--- src/sv/fch_pkg.sv ---
package fch_pkg;

   // curve geometry
   localparam int MAX_POINTS = 8;
   localparam int NUM_SLOTS  = 8;
   localparam int SLOT_IDX_W = 3;

   // field widths
   localparam int TEMP_RAW_W = 18;
   localparam int TEMP_W     = 9;
   localparam int CSR_IDX_W  = 3;
   localparam int CSR_DATA_W = 64;

   // serial divider sizing
   localparam int DIVIDEND_W = 18;
   localparam int DIVISOR_W  = 10;

   // constants
   localparam logic [9:0] MILLI_PER_DEG = 10'd1000;
   localparam logic [6:0] PCT_FULL      = 7'd100;
   localparam logic signed [3:0] SEG_NONE = -4'sd1;

   typedef enum logic [2:0] {
      REG_POINTS_LOW,
      REG_POINTS_HIGH,
      REG_POINT_COUNT,
      REG_HYSTERESIS,
      REG_THROTTLE,
      REG_PWM_MIN,
      REG_PWM_MAX
   } csr_index_type;

   typedef enum logic [1:0] {
      STATUS_OK,
      STATUS_EMPTY,
      STATUS_SENSOR
   } status_type;

   typedef enum logic [3:0] {
      S_IDLE,
      S_DIV_TEMP,
      S_FIRST,
      S_LAST,
      S_SEARCH,
      S_MUL,
      S_DIV_INTERP,
      S_HELD,
      S_PWM_MUL,
      S_DIV_PWM,
      S_OUT
   } state_type;

   typedef struct packed {
      logic [NUM_SLOTS-1:0][7:0] temp;
      logic [NUM_SLOTS-1:0][6:0] speed;
      logic [3:0]                count;
      logic [7:0]                hyst;
      logic                      throttle;
      logic [7:0]                pwm_min;
      logic [7:0]                pwm_max;
   } cfg_type;

   typedef struct packed {
      logic busy;
      logic done;
   } div_stat_type;

endpackage

--- src/sv/fch_if.sv ---
interface fch_req_if;
   logic                           valid;
   logic                           ready;
   logic [fch_pkg::TEMP_RAW_W-1:0] temp_millideg;
   logic                           sensor_error;

   modport source (output valid, output temp_millideg, output sensor_error, input ready);
   modport sink (input valid, input temp_millideg, input sensor_error, output ready);
endinterface

interface fch_rsp_if;
   logic              valid;
   logic              ready;
   logic [7:0]        pwm_value;
   logic [6:0]        speed_percent;
   logic signed [3:0] active_segment;
   logic [1:0]        status;

   modport source (output valid, output pwm_value, output speed_percent,
                   output active_segment, output status, input ready);
   modport sink (input valid, input pwm_value, input speed_percent,
                 input active_segment, input status, output ready);
endinterface

interface fch_csr_if;
   logic                           valid;
   logic                           ready;
   logic [fch_pkg::CSR_IDX_W-1:0]  index;
   logic [fch_pkg::CSR_DATA_W-1:0] data;

   modport source (output valid, output index, output data, input ready);
   modport sink (input valid, input index, input data, output ready);
endinterface

--- src/sv/fch_regs.sv ---
module fch_regs #(
   parameter int MAX_POINTS = fch_pkg::MAX_POINTS
) (
   input  logic             clock,
   input  logic             reset,
   fch_csr_if.sink          csr_chan,
   output fch_pkg::cfg_type cfg,
   output logic             cfg_hit
);

   localparam logic [3:0] COUNT_CAP = 4'(MAX_POINTS);

   logic [63:0] low_ff, low_in, high_ff, high_in;
   logic [3:0]  count_ff, count_in;
   logic [7:0]  hyst_ff, hyst_in;
   logic        throttle_ff, throttle_in;
   logic [7:0]  pwm_min_ff, pwm_min_in;
   logic [7:0]  pwm_max_ff, pwm_max_in;
   logic [2*64-1:0] points;
   logic [7:0]      raw_speed;

   assign csr_chan.ready = 1'b1;

   // register writes, count saturates at the curve capacity
   always_comb begin
      low_in      = low_ff;
      high_in     = high_ff;
      count_in    = count_ff;
      hyst_in     = hyst_ff;
      throttle_in = throttle_ff;
      pwm_min_in  = pwm_min_ff;
      pwm_max_in  = pwm_max_ff;
      cfg_hit     = 1'b0;
      if (csr_chan.valid && csr_chan.ready) begin
         case (csr_chan.index)
            fch_pkg::REG_POINTS_LOW: begin
               low_in  = csr_chan.data;
               cfg_hit = 1'b1;
            end
            fch_pkg::REG_POINTS_HIGH: begin
               high_in = csr_chan.data;
               cfg_hit = 1'b1;
            end
            fch_pkg::REG_POINT_COUNT: begin
               count_in = (csr_chan.data[3:0] > COUNT_CAP) ? COUNT_CAP : csr_chan.data[3:0];
               cfg_hit  = 1'b1;
            end
            fch_pkg::REG_HYSTERESIS: begin
               hyst_in = csr_chan.data[7:0];
               cfg_hit = 1'b1;
            end
            fch_pkg::REG_THROTTLE: begin
               throttle_in = csr_chan.data[0];
               cfg_hit     = 1'b1;
            end
            fch_pkg::REG_PWM_MIN: begin
               pwm_min_in = csr_chan.data[7:0];
               cfg_hit    = 1'b1;
            end
            fch_pkg::REG_PWM_MAX: begin
               pwm_max_in = csr_chan.data[7:0];
               cfg_hit    = 1'b1;
            end
            default: begin
            end
         endcase
      end
   end

   always_ff @(posedge clock) begin
      if (reset) begin
         low_ff      <= '0;
         high_ff     <= '0;
         count_ff    <= '0;
         hyst_ff     <= '0;
         throttle_ff <= 1'b0;
         pwm_min_ff  <= 8'h00;
         pwm_max_ff  <= 8'hFF;
      end else begin
         low_ff      <= low_in;
         high_ff     <= high_in;
         count_ff    <= count_in;
         hyst_ff     <= hyst_in;
         throttle_ff <= throttle_in;
         pwm_min_ff  <= pwm_min_in;
         pwm_max_ff  <= pwm_max_in;
      end
   end

   // unpack points, speeds above full scale clip to full scale
   assign points = {high_ff, low_ff};

   always_comb begin
      raw_speed = '0;
      for (int k = 0; k < fch_pkg::NUM_SLOTS; k++) begin
         raw_speed        = points[16*k+8 +: 8];
         cfg.temp[k]      = points[16*k +: 8];
         cfg.speed[k]     = (raw_speed > {1'b0, fch_pkg::PCT_FULL}) ?
                            fch_pkg::PCT_FULL : raw_speed[6:0];
      end
      cfg.count    = count_ff;
      cfg.hyst     = hyst_ff;
      cfg.throttle = throttle_ff;
      cfg.pwm_min  = pwm_min_ff;
      cfg.pwm_max  = pwm_max_ff;
   end

endmodule

--- src/sv/fch_sdiv.sv ---
module fch_sdiv #(
   parameter int DIVIDEND_W = fch_pkg::DIVIDEND_W,
   parameter int DIVISOR_W  = fch_pkg::DIVISOR_W
) (
   input  logic                  clock,
   input  logic                  reset,
   input  logic                  start,
   input  logic [DIVIDEND_W-1:0] dividend,
   input  logic [DIVISOR_W-1:0]  divisor,
   output fch_pkg::div_stat_type stat,
   output logic [DIVIDEND_W-1:0] quotient,
   output logic [DIVISOR_W-1:0]  remainder
);

   localparam int CNT_W = $clog2(DIVIDEND_W + 1);
   localparam logic [CNT_W-1:0] LAST_STEP = CNT_W'(DIVIDEND_W - 1);

   logic [DIVIDEND_W-1:0] quo_ff, quo_in;
   logic [DIVISOR_W-1:0]  rem_ff, rem_in;
   logic [DIVISOR_W-1:0]  dsr_ff, dsr_in;
   logic [CNT_W-1:0]      cnt_ff, cnt_in;
   logic                  busy_ff, busy_in;
   logic                  done_ff, done_in;
   logic [DIVISOR_W:0]    trial;
   logic [DIVISOR_W:0]    trial_diff;
   logic                  fits;

   // one restoring step per cycle, dividend bits shift out as quotient bits shift in
   assign trial      = {rem_ff, quo_ff[DIVIDEND_W-1]};
   assign fits       = trial >= {1'b0, dsr_ff};
   assign trial_diff = trial - {1'b0, dsr_ff};

   always_comb begin
      quo_in  = quo_ff;
      rem_in  = rem_ff;
      dsr_in  = dsr_ff;
      cnt_in  = cnt_ff;
      busy_in = busy_ff;
      done_in = 1'b0;
      if (start) begin
         quo_in  = dividend;
         rem_in  = '0;
         dsr_in  = divisor;
         cnt_in  = '0;
         busy_in = 1'b1;
      end else if (busy_ff) begin
         rem_in = fits ? trial_diff[DIVISOR_W-1:0] : trial[DIVISOR_W-1:0];
         quo_in = {quo_ff[DIVIDEND_W-2:0], fits};
         cnt_in = cnt_ff + 1'b1;
         if (cnt_ff == LAST_STEP) begin
            busy_in = 1'b0;
            done_in = 1'b1;
         end
      end
   end

   always_ff @(posedge clock) begin
      quo_ff <= quo_in;
      rem_ff <= rem_in;
      dsr_ff <= dsr_in;
      if (reset) begin
         cnt_ff  <= '0;
         busy_ff <= 1'b0;
         done_ff <= 1'b0;
      end else begin
         cnt_ff  <= cnt_in;
         busy_ff <= busy_in;
         done_ff <= done_in;
      end
   end

   assign stat.busy = busy_ff;
   assign stat.done = done_ff;
   assign quotient  = quo_ff;
   assign remainder = rem_ff;

endmodule

--- src/sv/fan_curve_with_hysteresis_unit.sv ---
// channel  dir  handshake    word
// -------  ---  -----------  -----------------------------------------------
// req      in   valid/ready  temp_millideg, sensor_error
// rsp      out  valid/ready  pwm_value, speed_percent, active_segment, status
// csr      in   valid/ready  index, data (register write, always ready)
//
// an ok word makes up to three passes through the shared radix-2 divider
// (18 steps each: millidegree, interpolation and pwm divisions) and scans
// the curve points one by one; the interpolation divide is skipped when no
// segment brackets the temperature. error words (empty curve, sensor error) skip the divider.
// synchronous reset, no clearing pass; held segment comes up as -1.
// a stalled rsp holds its word; the next req word is taken and waits finished.
module fan_curve_with_hysteresis_unit #(
   parameter int MAX_POINTS = fch_pkg::MAX_POINTS
) (
   input logic        clock,
   input logic        reset,
   fch_req_if.sink    req_chan,
   fch_rsp_if.source  rsp_chan,
   fch_csr_if.sink    csr_chan
);

   localparam int DVD_W = fch_pkg::DIVIDEND_W;
   localparam int DVS_W = fch_pkg::DIVISOR_W;
   localparam int IDX_W = fch_pkg::SLOT_IDX_W;

   fch_pkg::cfg_type      cfg;
   logic                  cfg_hit;
   fch_pkg::div_stat_type div_stat;
   logic                  div_start;
   logic [DVD_W-1:0]      div_dividend;
   logic [DVS_W-1:0]      div_divisor;
   logic [DVD_W-1:0]      div_quo;
   logic [DVS_W-1:0]      div_rem;

   fch_pkg::state_type state_ff, state_in;
   logic [fch_pkg::TEMP_W-1:0] temp_ff, temp_in;
   logic [IDX_W-1:0]  i_ff, i_in;
   logic [7:0]        prev_t_ff, prev_t_in;
   logic [6:0]        prev_s_ff, prev_s_in;
   logic [6:0]        speed_ff, speed_in;
   logic signed [3:0] seg_ff, seg_in;
   logic signed [3:0] held_ff, held_in;
   logic              neg_ff, neg_in;
   logic [6:0]        mag_ds_ff, mag_ds_in;
   logic [7:0]        dx_ff, dx_in;
   logic [7:0]        dt_ff, dt_in;
   logic [7:0]        res_pwm_ff, res_pwm_in;
   logic [1:0]        res_status_ff, res_status_in;

   logic              rsp_valid_ff, rsp_valid_in;
   logic [7:0]        rsp_pwm_ff, rsp_pwm_in;
   logic [6:0]        rsp_speed_ff, rsp_speed_in;
   logic signed [3:0] rsp_seg_ff, rsp_seg_in;
   logic [1:0]        rsp_status_ff, rsp_status_in;

   logic [IDX_W-1:0]  pt_idx;
   logic [7:0]        pt_t;
   logic [6:0]        pt_s;
   logic [IDX_W-1:0]  last_idx;
   logic [7:0]        mul_a, mul_b;
   logic [15:0]       mul_p;
   logic [8:0]        adj;
   logic [9:0]        pwm_sum;
   logic [7:0]        mag_diff;
   logic              range_neg;
   logic              seg_hit;
   logic              keep_held;
   logic              out_load;

   fch_regs #(.MAX_POINTS(MAX_POINTS)) u_regs (
      .clock    (clock),
      .reset    (reset),
      .csr_chan (csr_chan),
      .cfg      (cfg),
      .cfg_hit  (cfg_hit)
   );

   fch_sdiv #(.DIVIDEND_W(DVD_W), .DIVISOR_W(DVS_W)) u_sdiv (
      .clock     (clock),
      .reset     (reset),
      .start     (div_start),
      .dividend  (div_dividend),
      .divisor   (div_divisor),
      .stat      (div_stat),
      .quotient  (div_quo),
      .remainder (div_rem)
   );

   // single point read port
   always_comb begin
      case (state_ff)
         fch_pkg::S_LAST:   pt_idx = last_idx;
         fch_pkg::S_SEARCH: pt_idx = i_ff;
         fch_pkg::S_HELD:   pt_idx = held_ff[IDX_W-1:0];
         default:           pt_idx = '0;
      endcase
   end

   assign pt_t     = cfg.temp[pt_idx];
   assign pt_s     = cfg.speed[pt_idx];
   assign last_idx = IDX_W'(cfg.count - 4'd1);

   // shared multiplier for interpolation and pwm scaling
   assign range_neg = cfg.pwm_max < cfg.pwm_min;
   assign mag_diff  = range_neg ? (cfg.pwm_min - cfg.pwm_max) : (cfg.pwm_max - cfg.pwm_min);
   assign mul_a     = (state_ff == fch_pkg::S_MUL) ? {1'b0, mag_ds_ff} : mag_diff;
   assign mul_b     = (state_ff == fch_pkg::S_MUL) ? dx_ff : {1'b0, speed_ff};
   assign mul_p     = mul_a * mul_b;

   // floor correction: negative quotients round away from zero on a remainder
   assign adj     = {1'b0, div_quo[7:0]} + 9'(neg_ff && (div_rem != '0));
   assign pwm_sum = neg_ff ? ({2'b00, cfg.pwm_min} - {1'b0, adj}) :
                             ({2'b00, cfg.pwm_min} + {1'b0, adj});

   // segment tests
   assign seg_hit = ({1'b0, prev_t_ff} < temp_ff) && (temp_ff <= {1'b0, pt_t});
   assign keep_held = !held_ff[3] && ({1'b0, held_ff[IDX_W-1:0]} < cfg.count) &&
                      (seg_ff < held_ff) &&
                      (({1'b0, temp_ff} + {2'b00, cfg.hyst}) > {2'b00, pt_t});

   assign out_load = (state_ff == fch_pkg::S_OUT) && (!rsp_valid_ff || rsp_chan.ready);
   assign req_chan.ready = (state_ff == fch_pkg::S_IDLE);

   // sequencer and datapath
   always_comb begin
      state_in      = state_ff;
      temp_in       = temp_ff;
      i_in          = i_ff;
      prev_t_in     = prev_t_ff;
      prev_s_in     = prev_s_ff;
      speed_in      = speed_ff;
      seg_in        = seg_ff;
      held_in       = held_ff;
      neg_in        = neg_ff;
      mag_ds_in     = mag_ds_ff;
      dx_in         = dx_ff;
      dt_in         = dt_ff;
      res_pwm_in    = res_pwm_ff;
      res_status_in = res_status_ff;
      div_start     = 1'b0;
      div_dividend  = DVD_W'(mul_p);
      div_divisor   = DVS_W'(dt_ff);
      case (state_ff)
         fch_pkg::S_IDLE: begin
            div_dividend = DVD_W'(req_chan.temp_millideg);
            div_divisor  = DVS_W'(fch_pkg::MILLI_PER_DEG);
            if (req_chan.valid) begin
               if (cfg.count == 4'd0) begin
                  res_status_in = fch_pkg::STATUS_EMPTY;
                  res_pwm_in    = '0;
                  speed_in      = '0;
                  state_in      = fch_pkg::S_OUT;
               end else if (req_chan.sensor_error) begin
                  res_status_in = fch_pkg::STATUS_SENSOR;
                  res_pwm_in    = '0;
                  speed_in      = '0;
                  state_in      = fch_pkg::S_OUT;
               end else begin
                  div_start = 1'b1;
                  state_in  = fch_pkg::S_DIV_TEMP;
               end
            end
         end
         fch_pkg::S_DIV_TEMP: begin
            if (div_stat.done) begin
               temp_in  = div_quo[fch_pkg::TEMP_W-1:0];
               state_in = fch_pkg::S_FIRST;
            end
         end
         fch_pkg::S_FIRST: begin
            prev_t_in = pt_t;
            prev_s_in = pt_s;
            if (temp_ff <= {1'b0, pt_t}) begin
               seg_in   = fch_pkg::SEG_NONE;
               speed_in = cfg.throttle ? 7'd0 : pt_s;
               state_in = fch_pkg::S_HELD;
            end else begin
               state_in = fch_pkg::S_LAST;
            end
         end
         fch_pkg::S_LAST: begin
            speed_in = pt_s;
            if (temp_ff > {1'b0, pt_t}) begin
               seg_in   = signed'({1'b0, last_idx});
               state_in = fch_pkg::S_HELD;
            end else begin
               i_in     = IDX_W'(1);
               state_in = fch_pkg::S_SEARCH;
            end
         end
         fch_pkg::S_SEARCH: begin
            if (seg_hit) begin
               seg_in    = signed'({1'b0, IDX_W'(i_ff - 1'b1)});
               neg_in    = pt_s < prev_s_ff;
               mag_ds_in = (pt_s < prev_s_ff) ? (prev_s_ff - pt_s) : (pt_s - prev_s_ff);
               dt_in     = pt_t - prev_t_ff;
               dx_in     = 8'(temp_ff - {1'b0, prev_t_ff});
               state_in  = fch_pkg::S_MUL;
            end else if (i_ff == last_idx) begin
               // unordered curve, no bracketing pair: last point's speed stands
               seg_in   = fch_pkg::SEG_NONE;
               state_in = fch_pkg::S_HELD;
            end else begin
               prev_t_in = pt_t;
               prev_s_in = pt_s;
               i_in      = i_ff + 1'b1;
            end
         end
         fch_pkg::S_MUL: begin
            div_start = 1'b1;
            state_in  = fch_pkg::S_DIV_INTERP;
         end
         fch_pkg::S_DIV_INTERP: begin
            if (div_stat.done) begin
               speed_in = neg_ff ? (prev_s_ff - adj[6:0]) : (prev_s_ff + adj[6:0]);
               state_in = fch_pkg::S_HELD;
            end
         end
         fch_pkg::S_HELD: begin
            if (keep_held) begin
               speed_in = pt_s;
            end else begin
               held_in = seg_ff;
            end
            state_in = fch_pkg::S_PWM_MUL;
         end
         fch_pkg::S_PWM_MUL: begin
            neg_in      = range_neg;
            div_start   = 1'b1;
            div_divisor = DVS_W'(fch_pkg::PCT_FULL);
            state_in    = fch_pkg::S_DIV_PWM;
         end
         fch_pkg::S_DIV_PWM: begin
            if (div_stat.done) begin
               res_pwm_in    = pwm_sum[7:0];
               res_status_in = fch_pkg::STATUS_OK;
               state_in      = fch_pkg::S_OUT;
            end
         end
         fch_pkg::S_OUT: begin
            if (out_load) begin
               state_in = fch_pkg::S_IDLE;
            end
         end
         default: begin
            state_in = fch_pkg::S_IDLE;
         end
      endcase
      // any register write drops the held segment
      if (cfg_hit) begin
         held_in = fch_pkg::SEG_NONE;
      end
   end

   // output register
   always_comb begin
      rsp_valid_in  = rsp_valid_ff && !rsp_chan.ready;
      rsp_pwm_in    = rsp_pwm_ff;
      rsp_speed_in  = rsp_speed_ff;
      rsp_seg_in    = rsp_seg_ff;
      rsp_status_in = rsp_status_ff;
      if (out_load) begin
         rsp_valid_in  = 1'b1;
         rsp_pwm_in    = res_pwm_ff;
         rsp_speed_in  = speed_ff;
         rsp_seg_in    = held_ff;
         rsp_status_in = res_status_ff;
      end
   end

   always_ff @(posedge clock) begin
      temp_in_reg: begin
         temp_ff       <= temp_in;
         i_ff          <= i_in;
         prev_t_ff     <= prev_t_in;
         prev_s_ff     <= prev_s_in;
         speed_ff      <= speed_in;
         seg_ff        <= seg_in;
         neg_ff        <= neg_in;
         mag_ds_ff     <= mag_ds_in;
         dx_ff         <= dx_in;
         dt_ff         <= dt_in;
         res_pwm_ff    <= res_pwm_in;
         res_status_ff <= res_status_in;
         rsp_pwm_ff    <= rsp_pwm_in;
         rsp_speed_ff  <= rsp_speed_in;
         rsp_seg_ff    <= rsp_seg_in;
         rsp_status_ff <= rsp_status_in;
      end
      if (reset) begin
         state_ff     <= fch_pkg::S_IDLE;
         held_ff      <= fch_pkg::SEG_NONE;
         rsp_valid_ff <= 1'b0;
      end else begin
         state_ff     <= state_in;
         held_ff      <= held_in;
         rsp_valid_ff <= rsp_valid_in;
      end
   end

   assign rsp_chan.valid          = rsp_valid_ff;
   assign rsp_chan.pwm_value      = rsp_pwm_ff;
   assign rsp_chan.speed_percent  = rsp_speed_ff;
   assign rsp_chan.active_segment = rsp_seg_ff;
   assign rsp_chan.status         = rsp_status_ff;

`ifndef SYNTHESIS
   // divider finishes only while the sequencer waits on it
   a_div_done_waited: assert property (@(posedge clock) disable iff (reset)
      div_stat.done |-> (state_ff == fch_pkg::S_DIV_TEMP ||
                         state_ff == fch_pkg::S_DIV_INTERP ||
                         state_ff == fch_pkg::S_DIV_PWM))
      else $error("divider result with no waiting state");

   // no restart of a running division
   a_div_no_restart: assert property (@(posedge clock) disable iff (reset)
      div_start |-> !div_stat.busy)
      else $error("divider started while busy");

   // interpolated speed stays within full scale
   a_interp_range: assert property (@(posedge clock) disable iff (reset)
      (state_ff == fch_pkg::S_DIV_INTERP && div_stat.done) |=>
         (speed_ff <= fch_pkg::PCT_FULL))
      else $error("interpolated speed out of range");

   // a register write leaves no segment held
   a_cfg_clears_held: assert property (@(posedge clock) disable iff (reset)
      cfg_hit |=> (held_ff == fch_pkg::SEG_NONE))
      else $error("held segment survived a register write");

   // error words carry zero drive
   a_error_word_zero: assert property (@(posedge clock) disable iff (reset)
      (rsp_valid_ff && rsp_status_ff != fch_pkg::STATUS_OK) |->
         (rsp_pwm_ff == 8'd0 && rsp_speed_ff == 7'd0))
      else $error("error word with nonzero drive");
`endif

endmodule
--- src/flat_wrapper.sv ---
// flat-port wrapper written by rule: the top's interface ports become plain ports
module fan_curve_with_hysteresis_unit_flat 
#(
   parameter int MAX_POINTS = fch_pkg::MAX_POINTS
)
  (clock, reset, req_chan_valid, req_chan_temp_millideg, req_chan_sensor_error, req_chan_ready, rsp_chan_valid, rsp_chan_pwm_value, rsp_chan_speed_percent, rsp_chan_active_segment, rsp_chan_status, rsp_chan_ready, csr_chan_valid, csr_chan_index, csr_chan_data, csr_chan_ready);
  fch_req_if req_chan_i ();
  fch_rsp_if rsp_chan_i ();
  fch_csr_if csr_chan_i ();
  input logic clock;
  input logic reset;
  input wire logic [$bits(req_chan_i.valid)-1:0] req_chan_valid;
  input wire logic [$bits(req_chan_i.temp_millideg)-1:0] req_chan_temp_millideg;
  input wire logic [$bits(req_chan_i.sensor_error)-1:0] req_chan_sensor_error;
  output wire logic [$bits(req_chan_i.ready)-1:0] req_chan_ready;
  output wire logic [$bits(rsp_chan_i.valid)-1:0] rsp_chan_valid;
  output wire logic [$bits(rsp_chan_i.pwm_value)-1:0] rsp_chan_pwm_value;
  output wire logic [$bits(rsp_chan_i.speed_percent)-1:0] rsp_chan_speed_percent;
  output wire logic [$bits(rsp_chan_i.active_segment)-1:0] rsp_chan_active_segment;
  output wire logic [$bits(rsp_chan_i.status)-1:0] rsp_chan_status;
  input wire logic [$bits(rsp_chan_i.ready)-1:0] rsp_chan_ready;
  input wire logic [$bits(csr_chan_i.valid)-1:0] csr_chan_valid;
  input wire logic [$bits(csr_chan_i.index)-1:0] csr_chan_index;
  input wire logic [$bits(csr_chan_i.data)-1:0] csr_chan_data;
  output wire logic [$bits(csr_chan_i.ready)-1:0] csr_chan_ready;
  assign req_chan_i.valid = req_chan_valid;
  assign req_chan_i.temp_millideg = req_chan_temp_millideg;
  assign req_chan_i.sensor_error = req_chan_sensor_error;
  assign req_chan_ready = req_chan_i.ready;
  assign rsp_chan_valid = rsp_chan_i.valid;
  assign rsp_chan_pwm_value = rsp_chan_i.pwm_value;
  assign rsp_chan_speed_percent = rsp_chan_i.speed_percent;
  assign rsp_chan_active_segment = rsp_chan_i.active_segment;
  assign rsp_chan_status = rsp_chan_i.status;
  assign rsp_chan_i.ready = rsp_chan_ready;
  assign csr_chan_i.valid = csr_chan_valid;
  assign csr_chan_i.index = csr_chan_index;
  assign csr_chan_i.data = csr_chan_data;
  assign csr_chan_ready = csr_chan_i.ready;
  fan_curve_with_hysteresis_unit #(.MAX_POINTS(MAX_POINTS)) u_core (.clock(clock), .reset(reset), .req_chan(req_chan_i), .rsp_chan(rsp_chan_i), .csr_chan(csr_chan_i));
endmodule
--- config.mk ---
export PLATFORM = sky130hd
export DESIGN_NAME = fan_curve_with_hysteresis_unit_flat
export DESIGN_NICKNAME = d
export VERILOG_FILES = /design/src/sv/fch_pkg.sv /design/src/sv/fch_if.sv /design/src/sv/fch_regs.sv /design/src/sv/fch_sdiv.sv /design/src/sv/fan_curve_with_hysteresis_unit.sv /design/src/flat_wrapper.sv
export SDC_FILE = /design/constraint.sdc
export NUM_CORES = 1
export LEC_CHECK = 0
export ABC_AREA = 1
export BUFFER_PORTS_ARGS = -buffer_cell sky130_fd_sc_hd__buf_4
export CORE_UTILIZATION = 50
export DETAILED_ROUTE_END_ITERATION = 10
export PLACE_DENSITY = 0.64
export REMOVE_ABC_BUFFERS = 1
export SKIP_CTS_REPAIR_TIMING = 1
export SYNTH_ARGS = -nofsm -noshare
export SYNTH_HDL_FRONTEND = slang
export SYNTH_HIERARCHICAL = 1
export SYNTH_SLANG_ARGS = --single-unit
export TNS_END_PERCENT = 1
--- constraint.sdc ---
create_clock -name clock -period 9.2 [get_ports clock]
set_input_delay 0.46 -clock clock [delete_from_list [all_inputs] [get_ports clock]]
set_output_delay 0.46 -clock clock [all_outputs]
set_load 0.01 [all_outputs]
==> results of run 1 <==
worst paths after layout:
kind	start	slack, ns	endpoint
setup / recovery	u_core/u_regs/pwm_min_ff[1]	2.93	u_core/u_sdiv/quotient[12]
hold / removal	csr_chan_data[22]	0.17	u_core/u_regs/high_ff[22]
setup reg to reg	u_core/u_regs/pwm_min_ff[1]	2.93	u_core/u_sdiv/quotient[12]
hold reg to reg	u_core/res_status_ff[1]	0.42	u_core/rsp_chan.status[1]
registers in the layout, indices dropped and copies added, names as in the netlist, 5 cells and up:
name,cells
u_core/u_sdiv/cnt_ff,5
u_core/rsp_chan.speed_percent,7
u_core/rsp_chan.pwm_value,8
u_core/u_regs/hyst_ff,8
u_core/u_sdiv/quotient,18
u_core/dx_ff,8
u_core/res_pwm_ff,8
u_core/u_regs/pwm_max_ff,8
u_core/prev_t_ff,8
u_core/dt_ff,8
u_core/u_sdiv/remainder,10
u_core/u_sdiv/dsr_ff,10
u_core/u_regs/high_ff,64
u_core/u_regs/pwm_min_ff,8
u_core/speed_ff,7
u_core/prev_s_ff,7
u_core/mag_ds_ff,7
u_core/temp_ff,9
u_core/u_regs/low_ff,64
critical path: cells and delay by family (launching register included):
kind                     cells  cell delay [ns]
flip-flops                   1             0.48
buffers and inverters        6             0.57
AND/OR/NAND/NOR             13             1.14
adder cells (fa/ha/maj)      6             2.86
AO/OA/AOI/OAI                4             0.94
power by group through the flow:
stage | clock network, uW | logic (uW) | registers [uW]
final | 1460 | 5130 | 1900
after global routing | 1550 | 5930 | 1930
after CTS | 1500 | 5170 | 1910
after detailed placement | 0 | 5120 | 1930
after global placement | 0 | 5070 | 1930
after floorplan | 0 | 3930 | 1860
per-layer routing:
| layer | vias to the layer above | track usage | part of all wire |
|---|---|---|---|
| li1 | 8867 | - | - |
| met1 | 8002 | 0.332 | 0.45 |
| met2 | 437 | 0.435 | 0.47 |
| met3 | 73 | 0.0350 | 0.055 |
| met4 | 0 | 0.0828 | 0.027 |
| met5 | - | 0 | 0 |
through the flow:
| stage | instances | instance area (um2) |
|---|---|---|
| 3_3_place_gp | 3307 | 21300 |
| 3_5_place_dp | 3307 | 21300 |
| 5_1_grt | 3371 | 22500 |
| 4_1_cts | 3371 | 22500 |
| 2_1_floorplan | 2651 | 19700 |
| 6_report | 3371 | 22500 |
layout by cell type, fill, tap and decap left out, drive strengths merged, types with 9 or more instances in the layout:
cell type  count
nand2        579
a31oi         10
edfxtp       121
nand3b        37
xnor2         18
inv          405
a21oi         79
clkbuf        52
nor3          15
nand4         18
fa            46
ha           147
o21ai        241
dfxtp        183
or2           14
buf          124
o211ai        39
clkinv         9
nand3        122
xor2          45
nor2         499
cell type report:
class,count,area [um2]
Inverter,408,1530
Fill cell,3925,18300
Clock buffer,52,1030
Sequential cell,304,7300
Tap cell,532,666
Clock inverter,12,163
Timing Repair Buffer,124,931
Multi-Input combinational cell,1939,10900
==> impl_metrics.xml, run 1 <==
<?xml version="1.0" encoding="UTF-8"?>
<metrics>
  <group name="sta">
    <metric name="rsz0062_at_grt" unit="">false</metric>
    <metric name="timing.final.hold_violations" unit="">0</metric>
    <metric name="final_max_slew_viol_count" unit="">0</metric>
    <metric name="finalWorstPathRequiredPeriod" unit="ns">6.27</metric>
    <metric name="clock_skews" unit="ns">0.0180</metric>
    <metric name="setup_tns" unit="ns">0</metric>
    <metric name="worstMarginPinSlew" unit="ns">1.16</metric>
    <metric name="post_route_setup_slack" unit="ns">2.93</metric>
    <metric name="slew_headroom" unit="">0.224</metric>
    <metric name="report.final.setup_viol" unit="">0</metric>
    <metric name="final.hold.worst_slack" unit="ns">0.166</metric>
    <metric name="achievable-frequency" unit="MHz">160</metric>
    <metric name="timing.final.crit_share" unit="">0.681</metric>
  </group>
  <group name="power_and_ir_drop">
    <metric name="combinational_power_share" unit="">0.604</metric>
    <metric name="power_leakage" unit="uW">0.0106</metric>
    <metric name="sequentialPowerShare" unit="">0.224</metric>
    <metric name="power.ir.vdd_worst" unit="mV">0.458</metric>
    <metric name="powerDensity" unit="nW/um2">377</metric>
    <metric name="power.share.clock" unit="">0.172</metric>
    <metric name="design_power_total" unit="uW">8500</metric>
    <metric name="power_switching_share" unit="">0.464</metric>
    <metric name="switchingPower" unit="uW">3950</metric>
    <metric name="power.internal" unit="uW">4550</metric>
  </group>
  <group name="cells_and_area">
    <metric name="final_core_util" unit="">0.552</metric>
    <metric name="design.final.nets" unit="">3097</metric>
    <metric name="flow.area_growth_from_synthesis" unit="%">8.70</metric>
    <metric name="drive_above_1_share" unit="">0.0905</metric>
    <metric name="antennaDiodeCount" unit="">0</metric>
  </group>
  <group name="worst_setup_path">
    <metric name="ff2ff_path_depth" unit="">29</metric>
    <metric name="timing.critical_path.slowest_cell_delay" unit="ns">0.54</metric>
    <metric name="critPathRequiredTime" unit="ns">9.49</metric>
    <metric name="setup.worst_path.start_class" unit="">flip-flop</metric>
    <metric name="critical_path_class" unit="">flip-flop to flip-flop</metric>
    <metric name="crit_fanout" unit="">9</metric>
    <metric name="cp_data_arrival_time" unit="ns">6.56</metric>
    <metric name="timing.critical_path.to_type" unit="">flip-flop</metric>
    <metric name="crit_path_top_delay_cell" unit="">fa_1</metric>
  </group>
  <group name="clocking">
    <metric name="cts_root_buffer" unit="">clkbuf_16</metric>
    <metric name="htree_levels" unit="">2</metric>
    <metric name="tritoncts" unit="">built</metric>
    <metric name="cts_made_buffers" unit="">36</metric>
    <metric name="clkSlewWorstSetupHoldPaths" unit="ns">0.07</metric>
    <metric name="cts-root-to-sink-buffers" unit="">3</metric>
    <metric name="cts.sinks" unit="">304</metric>
    <metric name="insertion_delay" unit="ns">0.55</metric>
  </group>
  <group name="place">
    <metric name="dp_hpwl" unit="mm">39.6</metric>
    <metric name="gp_congestion" unit="">0.930</metric>
    <metric name="dp_slack" unit="ns">2.95</metric>
    <metric name="port_buffers" unit="">113</metric>
  </group>
  <group name="die">
    <metric name="initial_core_util" unit="">0.508</metric>
    <metric name="std_cell_rows" unit="">74</metric>
    <metric name="floorplan.die.height" unit="um">206</metric>
    <metric name="ios" unit="">115</metric>
    <metric name="die_area" unit="um2">42300</metric>
    <metric name="core_outline_area" unit="um2">40800</metric>
    <metric name="die_w" unit="um">206</metric>
  </group>
  <group name="drt">
    <metric name="dr.first_iter.drc_count" unit="">1042</metric>
    <metric name="num_vias" unit="">17400</metric>
    <metric name="routed_via_density" unit="">5.16</metric>
    <metric name="antenna_violating_nets_post_route" unit="">0</metric>
    <metric name="drtPass1Iterations" unit="">5</metric>
    <metric name="wl_per_cell" unit="um">15.6</metric>
    <metric name="drc" unit="">0</metric>
    <metric name="postRouteWirelength" unit="mm">52.7</metric>
  </group>
  <group name="logic_synthesis">
    <metric name="post_synth_instance_area" unit="um2">20700</metric>
    <metric name="synthesis.instances" unit="">2800</metric>
    <metric name="synth.yosys.warnings" unit="">6</metric>
    <metric name="synthesis.area_per_instance" unit="um2">7.41</metric>
  </group>
  <group name="grt">
    <metric name="total_global_routing_track_utilization" unit="">0.255</metric>
    <metric name="grt_max_degree" unit="">127</metric>
    <metric name="grt_pass1_wl" unit="mm">84.9</metric>
    <metric name="overflow" unit="">0</metric>
    <metric name="number_of_antenna_violations_at_the_first_check_in_global_routing" unit="">0</metric>
    <metric name="number_of_global_route_vias_before_repair" unit="">16400</metric>
  </group>
  <group name="job">
    <metric name="max-cap-violations" unit="">0</metric>
  </group>
  <group name="worst_hold_path">
    <metric name="hp-class" unit="">input pin to flip-flop</metric>
    <metric name="min_path_cells" unit="">3</metric>
  </group>
  <group name="outcome">
    <metric name="status" unit="">complete, no violations</metric>
  </group>
</metrics>
(Power assumes the default switching activity.)
==> inputs of run 2 (changes only) <==
PLACE_DENSITY = 0.67   (was 0.64)
clock period = 5.21 ns   (was 9.2 ns; I/O delays follow)
==> run 2 against run 1 <==
The run now ends with negative hold slack, negative setup slack left. Global-route usage grew 0.87 points. Die area is the same. Cell count grew 5.1%. Critical path type unchanged. Largest cell class unchanged. Largest power group unchanged. Highest routed layer unchanged.
==> impl_metrics.xml, run 2 (synthesized netlist as in run 1, its figures left out) <==
<?xml version="1.0" encoding="UTF-8"?>
<metrics>
  <group name="outcome">
    <metric name="status" unit="">complete, but fails checks</metric>
    <metric name="violations_in_the_final_reports" unit="">negative hold slack, negative setup slack</metric>
  </group>
  <group name="clocking">
    <metric name="cts-root-to-sink-buffers" unit="">3</metric>
    <metric name="cts.sinks" unit="">304</metric>
    <metric name="cts_root_buffer" unit="">clkbuf_16</metric>
    <metric name="cts_made_buffers" unit="">36</metric>
    <metric name="clkSlewWorstSetupHoldPaths" unit="ns">0.06</metric>
    <metric name="tritoncts" unit="">built</metric>
    <metric name="insertion_delay" unit="ns">0.57</metric>
    <metric name="htree_levels" unit="">2</metric>
  </group>
  <group name="grt">
    <metric name="overflow" unit="">0</metric>
    <metric name="number_of_global_route_vias_before_repair" unit="">17700</metric>
    <metric name="grt_pass1_wl" unit="mm">88.4</metric>
    <metric name="total_global_routing_track_utilization" unit="">0.264</metric>
    <metric name="number_of_antenna_violations_at_the_first_check_in_global_routing" unit="">0</metric>
    <metric name="grt_max_degree" unit="">95</metric>
  </group>
  <group name="worst_setup_path">
    <metric name="crit_fanout" unit="">5</metric>
    <metric name="critical_path_class" unit="">flip-flop to flip-flop</metric>
    <metric name="timing.critical_path.slowest_cell_delay" unit="ns">0.53</metric>
    <metric name="cp_data_arrival_time" unit="ns">5.69</metric>
    <metric name="crit_path_top_delay_cell" unit="">fa_1</metric>
    <metric name="critPathRequiredTime" unit="ns">5.51</metric>
    <metric name="setup.worst_path.start_class" unit="">flip-flop</metric>
    <metric name="timing.critical_path.to_type" unit="">flip-flop</metric>
  </group>
  <group name="sta">
    <metric name="final.hold.worst_slack" unit="ns">-0.0364</metric>
    <metric name="post_route_setup_slack" unit="ns">-0.179</metric>
    <metric name="setup_tns" unit="ns">-0.497</metric>
    <metric name="worstMarginPinSlew" unit="ns">0.958</metric>
    <metric name="rsz0062_at_grt" unit="">true</metric>
    <metric name="finalWorstPathRequiredPeriod" unit="ns">5.39</metric>
    <metric name="clock_skews" unit="ns">0.0262</metric>
    <metric name="final_max_slew_viol_count" unit="">0</metric>
    <metric name="report.final.setup_viol" unit="">8</metric>
    <metric name="timing.final.hold_violations" unit="">14</metric>
    <metric name="slew_headroom" unit="">0.360</metric>
    <metric name="achievable-frequency" unit="MHz">186</metric>
    <metric name="timing.final.crit_share" unit="">1.03</metric>
  </group>
  <group name="cells_and_area">
    <metric name="antennaDiodeCount" unit="">0</metric>
    <metric name="drive_above_1_share" unit="">0.152</metric>
    <metric name="most_common_cell_after_layout_fill_and_taps_aside" unit="">nand2_1</metric>
    <metric name="design.final.nets" unit="">3267</metric>
    <metric name="finish.cell_count_without_fillers" unit="">3543</metric>
    <metric name="flow.area_growth_from_synthesis" unit="%">17.5</metric>
    <metric name="layout.cells.most_common_list" unit="">nand2_1 (549), nor2_1 (478), inv_1 (379)</metric>
  </group>
  <group name="worst_hold_path">
    <metric name="hp-class" unit="">input pin to flip-flop</metric>
  </group>
  <group name="die">
    <metric name="die_w" unit="um">206</metric>
    <metric name="die_area" unit="um2">42300</metric>
    <metric name="floorplan.die.height" unit="um">206</metric>
    <metric name="std_cell_rows" unit="">74</metric>
    <metric name="core_outline_area" unit="um2">40800</metric>
    <metric name="initial_core_util" unit="">0.508</metric>
    <metric name="ios" unit="">115</metric>
  </group>
  <group name="place">
    <metric name="gp_congestion" unit="">0.951</metric>
    <metric name="post-place-cells" unit="">3418</metric>
    <metric name="port_buffers" unit="">113</metric>
    <metric name="dp_hpwl" unit="mm">41.3</metric>
  </group>
  <group name="power_and_ir_drop">
    <metric name="powerDensity" unit="nW/um2">779</metric>
    <metric name="power.ir.vdd_worst" unit="mV">1.20</metric>
    <metric name="power_leakage" unit="uW">0.0114</metric>
  </group>
  <group name="drt">
    <metric name="num_vias" unit="">18300</metric>
    <metric name="antenna_violating_nets_post_route" unit="">0</metric>
    <metric name="wl_per_cell" unit="um">15.8</metric>
    <metric name="drtPass1Iterations" unit="">8</metric>
    <metric name="postRouteWirelength" unit="mm">56.0</metric>
    <metric name="drc" unit="">0</metric>
    <metric name="dr.first_iter.drc_count" unit="">1116</metric>
    <metric name="routed_via_density" unit="">5.16</metric>
  </group>
  <group name="job">
    <metric name="max-cap-violations" unit="">0</metric>
  </group>
</metrics>
run 2: changes by cell type in the layout (fill, tap and decap cells not counted), moves of 9 or more:
cell / before / now
dlygate4sd3_1: 0 / 51
buf_4: 124 / 238
nand2_2: 15 / 25
inv_2: 15 / 24
inv_1: 390 / 379
nand2_1: 562 / 549
ha_1: 147 / 133
ha_4: 0 / 14
run 2: layer usage:
layer	up-vias	part of all wire	wire length (um)	track usage
met3	109	0.054	3010	0.0372
met1	8447	0.44	24600	0.336
met2	492	0.48	26700	0.456
met5	-	0	0	0
met4	0	0.031	1720	0.0894
li1	9221	-	-	-
run 2: per-stage QoR:
stage | power, uW | hold WS (ns) | utilization | instance area, um2 | setup WS, ns
2_1_floorplan | 10200 | 0.330 | - | 19700 | -0.462
3_3_place_gp | 13900 | 0.411 | 0.543 | 22200 | -0.491
3_5_place_dp | 14100 | 0.415 | 0.543 | 22200 | -0.625
4_1_cts | 16700 | -0.0815 | 0.571 | 23300 | -0.661
5_1_grt | 20600 | 0.00100 | 0.597 | 24400 | -0.381
6_report | 19000 | -0.0364 | 0.597 | 24400 | -0.179
run 2: worst max-delay path: cells and delay by family, from the launching register on:
kind                       cells  cell delay [ns]
DFF                            1             0.32
buffers and inverters          7             0.60
AOI/OAI and AO/OA              1             0.12
and+or+nand+nor               17             1.29
adders and majority gates      7             2.79
run 2: worst paths after layout:
path / start / slack, ns / to / cells past startpoint
hold / removal: csr_chan_data[13] / -0.04 / u_core/u_regs/high_ff[13] / 3
hold reg to reg: u_core/res_pwm_ff[3] / 0.43 / u_core/rsp_chan.pwm_value[3] / 0
setup reg to reg: u_core/u_regs/pwm_max_ff[0] / -0.18 / u_core/u_sdiv/quotient[15] / 32
setup / recovery: u_core/u_regs/pwm_max_ff[0] / -0.18 / u_core/u_sdiv/quotient[15] / 32
run 2: cell type report:
type | instances | area (um2)
Clock inverter | 14 | 134
Timing Repair Buffer | 294 | 2360
Fill cell | 3732 | 16500
Inverter | 408 | 1540
Sequential cell | 304 | 7300
Clock buffer | 52 | 1010
Multi-Input combinational cell | 1939 | 11300
Tap cell | 532 | 666
run 2: power breakdown:
part	total, uW	switching [uW]	internal, uW
registers	3350	271	3080
clock network	2470	1050	1410
logic	13200	7200	5970
total	19000	8520	10500
